===== src/assert_macros.svh =====
// ----------------------------------------------------------------------------
// assert_macros.svh
// shared concurrent assertion macros
// ----------------------------------------------------------------------------
`ifndef ASSERT_MACROS_SVH
`define ASSERT_MACROS_SVH

// implication checked at every rising edge outside reset
`define ASSERT_CLK(label, clk, rst_n, prop, msg) \
    label: assert property (@(posedge clk) disable iff (!rst_n) (prop)) else $error(msg);

// property that must hold at every rising edge, reset included
`define ASSERT_ALWAYS(label, clk, prop, msg) \
    label: assert property (@(posedge clk) (prop)) else $error(msg);

`endif


===== src/fppid_pkg.sv =====
// ----------------------------------------------------------------------------
// fppid_pkg
// types, constants and saturation helpers of the fixed point pid controller
// ----------------------------------------------------------------------------
`default_nettype none

package fppid_pkg;

    localparam int DATA_W      = 16;
    localparam int ACC_W       = 32;
    localparam int PROD_PD_W   = 2 * DATA_W;
    localparam int PROD_I_W    = DATA_W + ACC_W;
    localparam int SUM_W       = PROD_I_W + 2;
    localparam int CFG_IDX_W   = 3;
    localparam int CFG_DATA_W  = 32;
    localparam int GAIN_SHIFT_DEF = 8;

    localparam logic signed [DATA_W-1:0] S16_MAX = 16'sh7fff;
    localparam logic signed [DATA_W-1:0] S16_MIN = 16'sh8000;
    localparam logic signed [ACC_W-1:0]  S32_MAX = 32'sh7fff_ffff;
    localparam logic signed [ACC_W-1:0]  S32_MIN = 32'sh8000_0000;

    typedef enum logic [CFG_IDX_W-1:0] {
        REG_GAIN_P     = 3'd0,
        REG_GAIN_I     = 3'd1,
        REG_GAIN_D     = 3'd2,
        REG_DRIVE_LOW  = 3'd3,
        REG_DRIVE_HIGH = 3'd4,
        REG_ACCUM_LOW  = 3'd5,
        REG_ACCUM_HIGH = 3'd6
    } t_reg_idx;

    typedef struct packed {
        logic signed [DATA_W-1:0] gain_p;
        logic signed [DATA_W-1:0] gain_i;
        logic signed [DATA_W-1:0] gain_d;
        logic signed [DATA_W-1:0] drive_low;
        logic signed [DATA_W-1:0] drive_high;
        logic signed [ACC_W-1:0]  accum_low;
        logic signed [ACC_W-1:0]  accum_high;
    } t_cfg;

    // saturate a 17 bit difference to 16 bits
    function automatic logic signed [DATA_W-1:0] sat16(input logic signed [DATA_W:0] v);
        logic signed [DATA_W-1:0] r;
        if (v > (DATA_W+1)'(S16_MAX)) begin
            r = S16_MAX;
        end else if (v < (DATA_W+1)'(S16_MIN)) begin
            r = S16_MIN;
        end else begin
            r = v[DATA_W-1:0];
        end
        return r;
    endfunction

endpackage

`default_nettype wire


===== src/fppid_cfg.sv =====
// ----------------------------------------------------------------------------
// fppid_cfg
// configuration register file of the pid controller
// ----------------------------------------------------------------------------
`default_nettype none

module fppid_cfg import fppid_pkg::*; (
    input  wire logic                  i_clk,
    input  wire logic                  i_rst_n,
    input  wire logic                  i_cfg_valid,
    output logic                       o_cfg_ready,
    input  wire logic [CFG_IDX_W-1:0]  i_cfg_index,
    input  wire logic [CFG_DATA_W-1:0] i_cfg_data,
    output t_cfg                       o_cfg
);

    t_cfg r_cfg;
    t_cfg n_cfg;

    assign o_cfg_ready = 1'b1;
    assign o_cfg       = r_cfg;

    always_comb begin
        n_cfg = r_cfg;
        if (i_cfg_valid) begin
            unique case (t_reg_idx'(i_cfg_index))
                REG_GAIN_P:     n_cfg.gain_p     = i_cfg_data[DATA_W-1:0];
                REG_GAIN_I:     n_cfg.gain_i     = i_cfg_data[DATA_W-1:0];
                REG_GAIN_D:     n_cfg.gain_d     = i_cfg_data[DATA_W-1:0];
                REG_DRIVE_LOW:  n_cfg.drive_low  = i_cfg_data[DATA_W-1:0];
                REG_DRIVE_HIGH: n_cfg.drive_high = i_cfg_data[DATA_W-1:0];
                REG_ACCUM_LOW:  n_cfg.accum_low  = i_cfg_data[ACC_W-1:0];
                REG_ACCUM_HIGH: n_cfg.accum_high = i_cfg_data[ACC_W-1:0];
                default:        n_cfg = r_cfg;
            endcase
        end
    end

    always_ff @(posedge i_clk) begin
        if (!i_rst_n) begin
            r_cfg.gain_p     <= '0;
            r_cfg.gain_i     <= '0;
            r_cfg.gain_d     <= '0;
            r_cfg.drive_low  <= S16_MIN;
            r_cfg.drive_high <= S16_MAX;
            r_cfg.accum_low  <= S32_MIN;
            r_cfg.accum_high <= S32_MAX;
        end else begin
            r_cfg <= n_cfg;
        end
    end

endmodule

`default_nettype wire


===== src/fixed_point_pid_controller.sv =====
// ----------------------------------------------------------------------------
// fixed_point_pid_controller
// Fixed point PID controller with anti-windup. One request is accepted per
// clock unless o_stall is high; its drive value passes the input register,
// error/integral stage, multiply stage, sum stage and output clamp register.
// The integral and previous error are updated in the error stage, which is
// the only feedback loop and allows back to back requests. Configuration
// writes are taken at any time, but must only be issued while no request
// is in flight.
// ----------------------------------------------------------------------------
`default_nettype none

`include "assert_macros.svh"

module fixed_point_pid_controller import fppid_pkg::*; #(
    parameter int GAIN_SHIFT = GAIN_SHIFT_DEF
) (
    input  wire logic                     i_clk,
    input  wire logic                     i_rst_n,
    input  wire logic                     i_valid,
    output logic                          o_stall,
    input  wire logic signed [DATA_W-1:0] i_sample,
    input  wire logic signed [DATA_W-1:0] i_setpoint,
    input  wire logic                     i_restart,
    output logic                          o_valid,
    input  wire logic                     i_stall,
    output logic signed [DATA_W-1:0]      o_drive,
    input  wire logic                     i_cfg_valid,
    output logic                          o_cfg_ready,
    input  wire logic [CFG_IDX_W-1:0]     i_cfg_index,
    input  wire logic [CFG_DATA_W-1:0]    i_cfg_data
);

    t_cfg cfg;

    fppid_cfg u_cfg (
        .i_clk       (i_clk),
        .i_rst_n     (i_rst_n),
        .i_cfg_valid (i_cfg_valid),
        .o_cfg_ready (o_cfg_ready),
        .i_cfg_index (i_cfg_index),
        .i_cfg_data  (i_cfg_data),
        .o_cfg       (cfg)
    );

    // stage valids and flow control
    logic r_v0, r_v1, r_v2, r_v3, r_v4;
    logic rdy0, rdy1, rdy2, rdy3, rdy4;
    logic s1_take;

    assign rdy4    = !r_v4 || !i_stall;
    assign rdy3    = !r_v3 || rdy4;
    assign rdy2    = !r_v2 || rdy3;
    assign rdy1    = !r_v1 || rdy2;
    assign rdy0    = !r_v0 || rdy1;
    assign o_stall = !rdy0;
    assign o_valid = r_v4;
    assign s1_take = r_v0 && rdy1;

    // input register
    logic signed [DATA_W-1:0] r_in_sample, r_in_setpoint;
    logic                     r_in_restart;

    // controller state
    logic signed [ACC_W-1:0]  r_accum;
    logic signed [DATA_W-1:0] r_last_error;
    logic                     r_primed;

    // error / integral stage
    logic signed [ACC_W-1:0]  acc_base;
    logic signed [DATA_W-1:0] last_base;
    logic                     primed_base;
    logic signed [DATA_W:0]   err_diff, der_diff;
    logic signed [ACC_W:0]    acc_sum;
    logic signed [DATA_W-1:0] n_err, n_deriv;
    logic signed [ACC_W-1:0]  n_accum;
    logic                     acc_inv;

    assign acc_base    = r_in_restart ? '0 : r_accum;
    assign last_base   = r_in_restart ? '0 : r_last_error;
    assign primed_base = !r_in_restart && r_primed;
    assign err_diff    = (DATA_W+1)'(r_in_setpoint) - (DATA_W+1)'(r_in_sample);
    assign n_err       = sat16(err_diff);
    assign der_diff    = (DATA_W+1)'(n_err) - (DATA_W+1)'(last_base);
    assign n_deriv     = primed_base ? sat16(der_diff) : '0;
    assign acc_sum     = (ACC_W+1)'(acc_base) + (ACC_W+1)'(n_err);
    assign acc_inv     = cfg.accum_low > cfg.accum_high;

    always_comb begin
        if (acc_inv) begin
            if (acc_sum > (ACC_W+1)'(S32_MAX)) begin
                n_accum = S32_MAX;
            end else if (acc_sum < (ACC_W+1)'(S32_MIN)) begin
                n_accum = S32_MIN;
            end else begin
                n_accum = acc_sum[ACC_W-1:0];
            end
        end else begin
            if (acc_sum > (ACC_W+1)'(cfg.accum_high)) begin
                n_accum = cfg.accum_high;
            end else if (acc_sum < (ACC_W+1)'(cfg.accum_low)) begin
                n_accum = cfg.accum_low;
            end else begin
                n_accum = acc_sum[ACC_W-1:0];
            end
        end
    end

    logic signed [DATA_W-1:0]    r_s1_err, r_s1_deriv;
    logic signed [ACC_W-1:0]     r_s1_accum;
    logic signed [PROD_PD_W-1:0] r_prod_p, r_prod_d;
    logic signed [PROD_I_W-1:0]  r_prod_i;
    logic signed [SUM_W-1:0]     r_sum;
    logic signed [SUM_W-1:0]     n_sum, sum_shift;
    logic signed [SUM_W-1:0]     lo_ext, hi_ext;
    logic signed [DATA_W-1:0]    n_drive, r_drive;
    logic                        drv_inv;

    assign n_sum = SUM_W'(r_prod_p) + SUM_W'(r_prod_i) + SUM_W'(r_prod_d);

    // output clamp
    assign sum_shift = r_sum >>> GAIN_SHIFT;
    assign drv_inv   = cfg.drive_low > cfg.drive_high;
    assign lo_ext    = drv_inv ? SUM_W'(S16_MIN) : SUM_W'(cfg.drive_low);
    assign hi_ext    = drv_inv ? SUM_W'(S16_MAX) : SUM_W'(cfg.drive_high);

    always_comb begin
        if (sum_shift > hi_ext) begin
            n_drive = hi_ext[DATA_W-1:0];
        end else if (sum_shift < lo_ext) begin
            n_drive = lo_ext[DATA_W-1:0];
        end else begin
            n_drive = sum_shift[DATA_W-1:0];
        end
    end

    assign o_drive = r_drive;

    always_ff @(posedge i_clk) begin
        if (!i_rst_n) begin
            r_v0         <= 1'b0;
            r_v1         <= 1'b0;
            r_v2         <= 1'b0;
            r_v3         <= 1'b0;
            r_v4         <= 1'b0;
            r_accum      <= '0;
            r_last_error <= '0;
            r_primed     <= 1'b0;
        end else begin
            if (rdy0) begin
                r_v0 <= i_valid;
            end
            if (rdy1) begin
                r_v1 <= r_v0;
            end
            if (rdy2) begin
                r_v2 <= r_v1;
            end
            if (rdy3) begin
                r_v3 <= r_v2;
            end
            if (rdy4) begin
                r_v4 <= r_v3;
            end
            if (s1_take) begin
                r_accum      <= n_accum;
                r_last_error <= n_err;
                r_primed     <= 1'b1;
            end
        end
    end

    always_ff @(posedge i_clk) begin
        if (rdy0 && i_valid) begin
            r_in_sample   <= i_sample;
            r_in_setpoint <= i_setpoint;
            r_in_restart  <= i_restart;
        end
        if (s1_take) begin
            r_s1_err   <= n_err;
            r_s1_deriv <= n_deriv;
            r_s1_accum <= n_accum;
        end
        if (r_v1 && rdy2) begin
            r_prod_p <= r_s1_err * cfg.gain_p;
            r_prod_d <= r_s1_deriv * cfg.gain_d;
            r_prod_i <= r_s1_accum * cfg.gain_i;
        end
        if (r_v2 && rdy3) begin
            r_sum <= n_sum;
        end
        if (r_v3 && rdy4) begin
            r_drive <= n_drive;
        end
    end

    `ASSERT_CLK(a_stall_full, i_clk, i_rst_n, o_stall |-> (r_v0 && r_v1 && r_v2 && r_v3 && r_v4), "input stalled while pipeline has a free stage")
    `ASSERT_CLK(a_primed_after, i_clk, i_rst_n, s1_take |=> r_primed, "state not primed after a request")
    `ASSERT_CLK(a_accum_bounds, i_clk, i_rst_n, (s1_take && !acc_inv) |=> ((r_accum >= $past(cfg.accum_low)) && (r_accum <= $past(cfg.accum_high))), "integral outside configured limits")
    `ASSERT_ALWAYS(a_reset_idle, i_clk, !i_rst_n |=> !o_valid, "result valid right after reset")

endmodule

`default_nettype wire


===== config.mk =====
export PLATFORM = sky130hd
export DESIGN_NAME = fixed_point_pid_controller
export DESIGN_NICKNAME = d
export VERILOG_FILES = /design/src/fppid_pkg.sv /design/src/fppid_cfg.sv /design/src/fixed_point_pid_controller.sv
export VERILOG_INCLUDE_DIRS = /design/src /design/src/src
export SDC_FILE = /design/constraint.sdc
export NUM_CORES = 2
export LEC_CHECK = 0
export BUFFER_PORTS_ARGS = -buffer_cell sky130_fd_sc_hd__buf_2
export CAP_MARGIN = 20
export CORE_MARGIN = 10
export CORE_UTILIZATION = 25
export DETAILED_ROUTE_END_ITERATION = 12
export HOLD_SLACK_MARGIN = 0.05
export SLEW_MARGIN = 0
export SYNTH_ARGS = -nofsm -noshare
export SYNTH_HDL_FRONTEND = slang
export SYNTH_SLANG_ARGS = --single-unit

===== constraint.sdc =====
create_clock -name i_clk -period 7.36 [get_ports i_clk]
set_input_delay 0.736 -clock i_clk [delete_from_list [all_inputs] [get_ports i_clk]]
set_output_delay 0.736 -clock i_clk [all_outputs]
set_load 0.01 [all_outputs]

==> results.cfg <==
[placed_design]
dp_hpwl_um = 155000
postPlaceCellArea_sq_um = 71800
dp.cells = 10500
place_ws_ns = -0.445
place.gp.congestion = 0.936
numPortBuffers = 90

[finish]
regArea_sq_um = 12000
nets = 8916
multi_input_area_sq_um = 48300
design_area_sq_um = 75300
fillCellCount = 26800
area_growth_pct = 16.4
drive_above_1_share_pct = 12.1
stdcell_count = 10600

[route]
num_vias = 49100
post_drt_wl_per_cell_um = 18.0
avgViaCountPerCell = 4.62
wl_met3_um = 12700
drt_drc_violations_left = 0
drt_iter0_drc = 3327
route.met2.wl_um = 88600
met1Wirelength_um = 84300
ant_nets = 0
wl_um = 192000
drtPass1Iterations = 7
routed.top_layer = met5

[global_routing]
grt-ovfl-total = 0
grt_max_degree = 88
track_usage_pct = 13.4
antenna_found_initial = 28
grt_pass1_vias = 51700
grt_pass1_wl_um = 299000

[die]
ios = 92
die-width_um = 529
design.core.area_sq_um = 257000
rows = 186
die_y_um = 529
start_util_pct = 25.2
die_area_sq_um = 280000

[cts]
cts_buffers = 56
cts_sinks = 465
clock_latency_ns = 0.67
cts_tree = built
clkTransAtPathRegs_ns = 0.07
h-tree-depth = 2
cts_buffer_depth = 3
clock_tree.root_cell = clkbuf_16
hold_buffers = 0

[critical_path]
cp_max_fo = 13
crit_type = reg -> reg
critPathLaunchType = register
critical_path_required_ns = 7.78
cp.arrival_ns = 7.64
cp-end-kind = register
worstRegToRegCells = 39
rr_startpoint = r_in_sample[0]
cp-startpoint = r_in_sample[0]
r2r_setup_slack_ns = 0.14
cp_slowest_cell = edfxtp_1
crit_path_max_incr_delay_ns = 0.42
worstReg2RegEnd = r_s1_accum[30]

[synthesis]
synth_area_per_cell_sq_um = 9.44
synth.area.top_cells = fa_1, edfxtp_1, ha_1
synth_ff_type = edfxtp_1
netlist_area_sq_um = 64700
ys_ff_latch = 465
synth.distinct_cells = 103
synthesis.nets = 8572
synthArstFlopShare_pct = 0
synth_top_area_share_pct = 32.8
yosysWarnings = 0
synthCells = 6857
synth_top_area_cell = fa_1
yosysSeqAreaShare_pct = 18.5
synth_edf_count = 267

[sta]
fmax_ghz = 0.139
slew_viol_final = 0
final.setup.tns_ns = 0
grt_setup_unrepaired = yes
layout_setup_ws_ns = 0.143
slew_headroom_pct = 24.8
worstMarginPinSlew_ns = 1.13
clock-skew-final_ns = 0.0306
holdWs_ns = 0.258
hold_viol = 0
finalSetupViolations = 0
min_period_ns = 7.22
min_period_over_period_pct = 98.1

[outcome]
status = finished clean

[pwr]
p_per_area_nw_per_um2 = 166
peakVddDrop_uv = 184
p_leak_nw = 31.9

[hold_path]
hold_path_depth = 1
hold_end = r_in_setpoint[13]
hp-start = i_setpoint[13]
hold_class = in -> reg

[flow_run]
cap_violations = 0
area by class of cell:
class	instances	share of cell area (%)
well taps	3384	5.62
diodes	5	0.0166
clock inverters	32	0.385
flip-flops and latches	465	15.9
inverters	1196	5.97
clock buffers	74	2.07
multi-input cells	4936	64.2
repair buffers	546	5.81
timing repair:
action,CTS,global route
gates cloned,0,8
setup endpoints to repair,67,79
buffers inserted,12,42
pin swaps,12,87
gates resized for setup,29,212
cells by family (layout without fill, tap and decap cells):
family	Yosys count	count (layout)	share of synthesized area (%)
other	1	6	0.00579
buffers and inverters	1456	1848	8.49
AOI/OAI and AO/OA	986	986	10.4
muxes	43	43	0.676
DFF	465	465	18.5
and+or+nand+nor	2056	2056	15.0
xor gates and xnor gates	199	199	2.72
adders and majority gates	1651	1651	44.2
cells in the mapped netlist, types with 11 or more instances:
master / instances
nand2b_1: 98
edfxtp_1: 267
a21o_1: 138
xor2_1: 45
ha_1: 582
o21bai_1: 30
o21ai_1: 28
nand3_1: 57
nor3_1: 61
fa_1: 1060
a21boi_0: 117
and3_1: 35
o22ai_1: 11
o211ai_1: 65
xnor2_1: 153
inv_1: 1192
a31oi_1: 27
a21oi_1: 233
nand4_1: 53
o21ai_0: 122
clkbuf_1: 249
and2_1: 379
nor2b_1: 96
o31ai_1: 17
a211oi_1: 23
mux2i_1: 37
nand2_1: 1032
o21a_1: 51
dfxtp_1: 198
nor2_1: 193
or3_1: 13
worst max-delay path, delay by kind of cell (launching register included):
family                   cells  cell delay, ns
adder cells (fa/ha/maj)      4            1.05
buffers and inverters        5            0.78
XOR/XNOR                     1            0.11
AND/OR/NAND/NOR             11            1.67
flip-flops                   1            0.42
AO/OA/AOI/OAI               18            2.94
metrics by stage:
stage / power, mW / util, %
4_1_cts: 11.9 / 28.7
2_1_floorplan: 6.71 / -
6_report: 12.5 / 29.3
3_5_place_dp: 8.93 / 27.9
3_3_place_gp: 8.83 / 27.9
5_1_grt: 13.2 / 29.3
flip-flops by register name, summed over array words and instances, names as in the netlist, 16 cells and up:
name,count
o_drive,16
r_accum,32
r_in_sample,16
r_in_setpoint,16
r_last_error,16
r_prod_d,32
r_prod_i,48
r_prod_p,32
r_s1_accum,32
r_s1_deriv,16
r_s1_err,16
r_sum,42
u_cfg.o_cfg,144
worst max-delay path by stage:
stage | endpoint | slack (ns) | cells after the start
global route | r_accum[10] | -0.16 | 42
finish | r_s1_accum[30] | 0.14 | 39
CTS | r_s1_accum[28] | 0.0006 | 39
global placement | r_prod_i[46] | -0.20 | 28
detailed placement | r_accum[13] | -0.44 | 40
floorplan | r_s1_accum[12] | 0.04 | 34
layout by cell type (no fill, tap or decap), types with 13 or more instances in the layout:
master     count
nand4_1       53
o21a_1        51
nand2_1     1024
a21oi_1      195
and3_1        35
o21bai_1      28
clkbuf_16     63
nor3_1        54
buf_4        408
clkinv_2      13
mux2i_1       37
nand2b_1      98
nor2_1       182
and2_1       375
nand3_1       55
o21ai_0      105
fa_1        1058
nor2b_1       89
buf_12        28
dfxtp_1      190
xor2_1        43
a211oi_1      15
a21o_1       138
buf_2         90
ha_1         562
inv_1       1187
a31oi_1       23
xnor2_1      151
o21ai_1       35
a21oi_2       34
o211ai_1      65
a21boi_0     114
ha_4          19
edfxtp_1     267
power by group:
| part | internal [mW] | switching (mW) |
|---|---|---|
| clock | 1.61 | 1.22 |
| sequential | 3.08 | 0.255 |
| combinational | 2.71 | 3.63 |
| total | 7.40 | 5.10 |
metal layers:
layer | global-route usage, % | vias to the layer above
met5 | 0 | -
met4 | 3.71 | 8
met3 | 2.03 | 326
met2 | 22.1 | 1501
met1 | 18.2 | 24800
li1 | - | 22500
(Power assumes the default switching activity.)
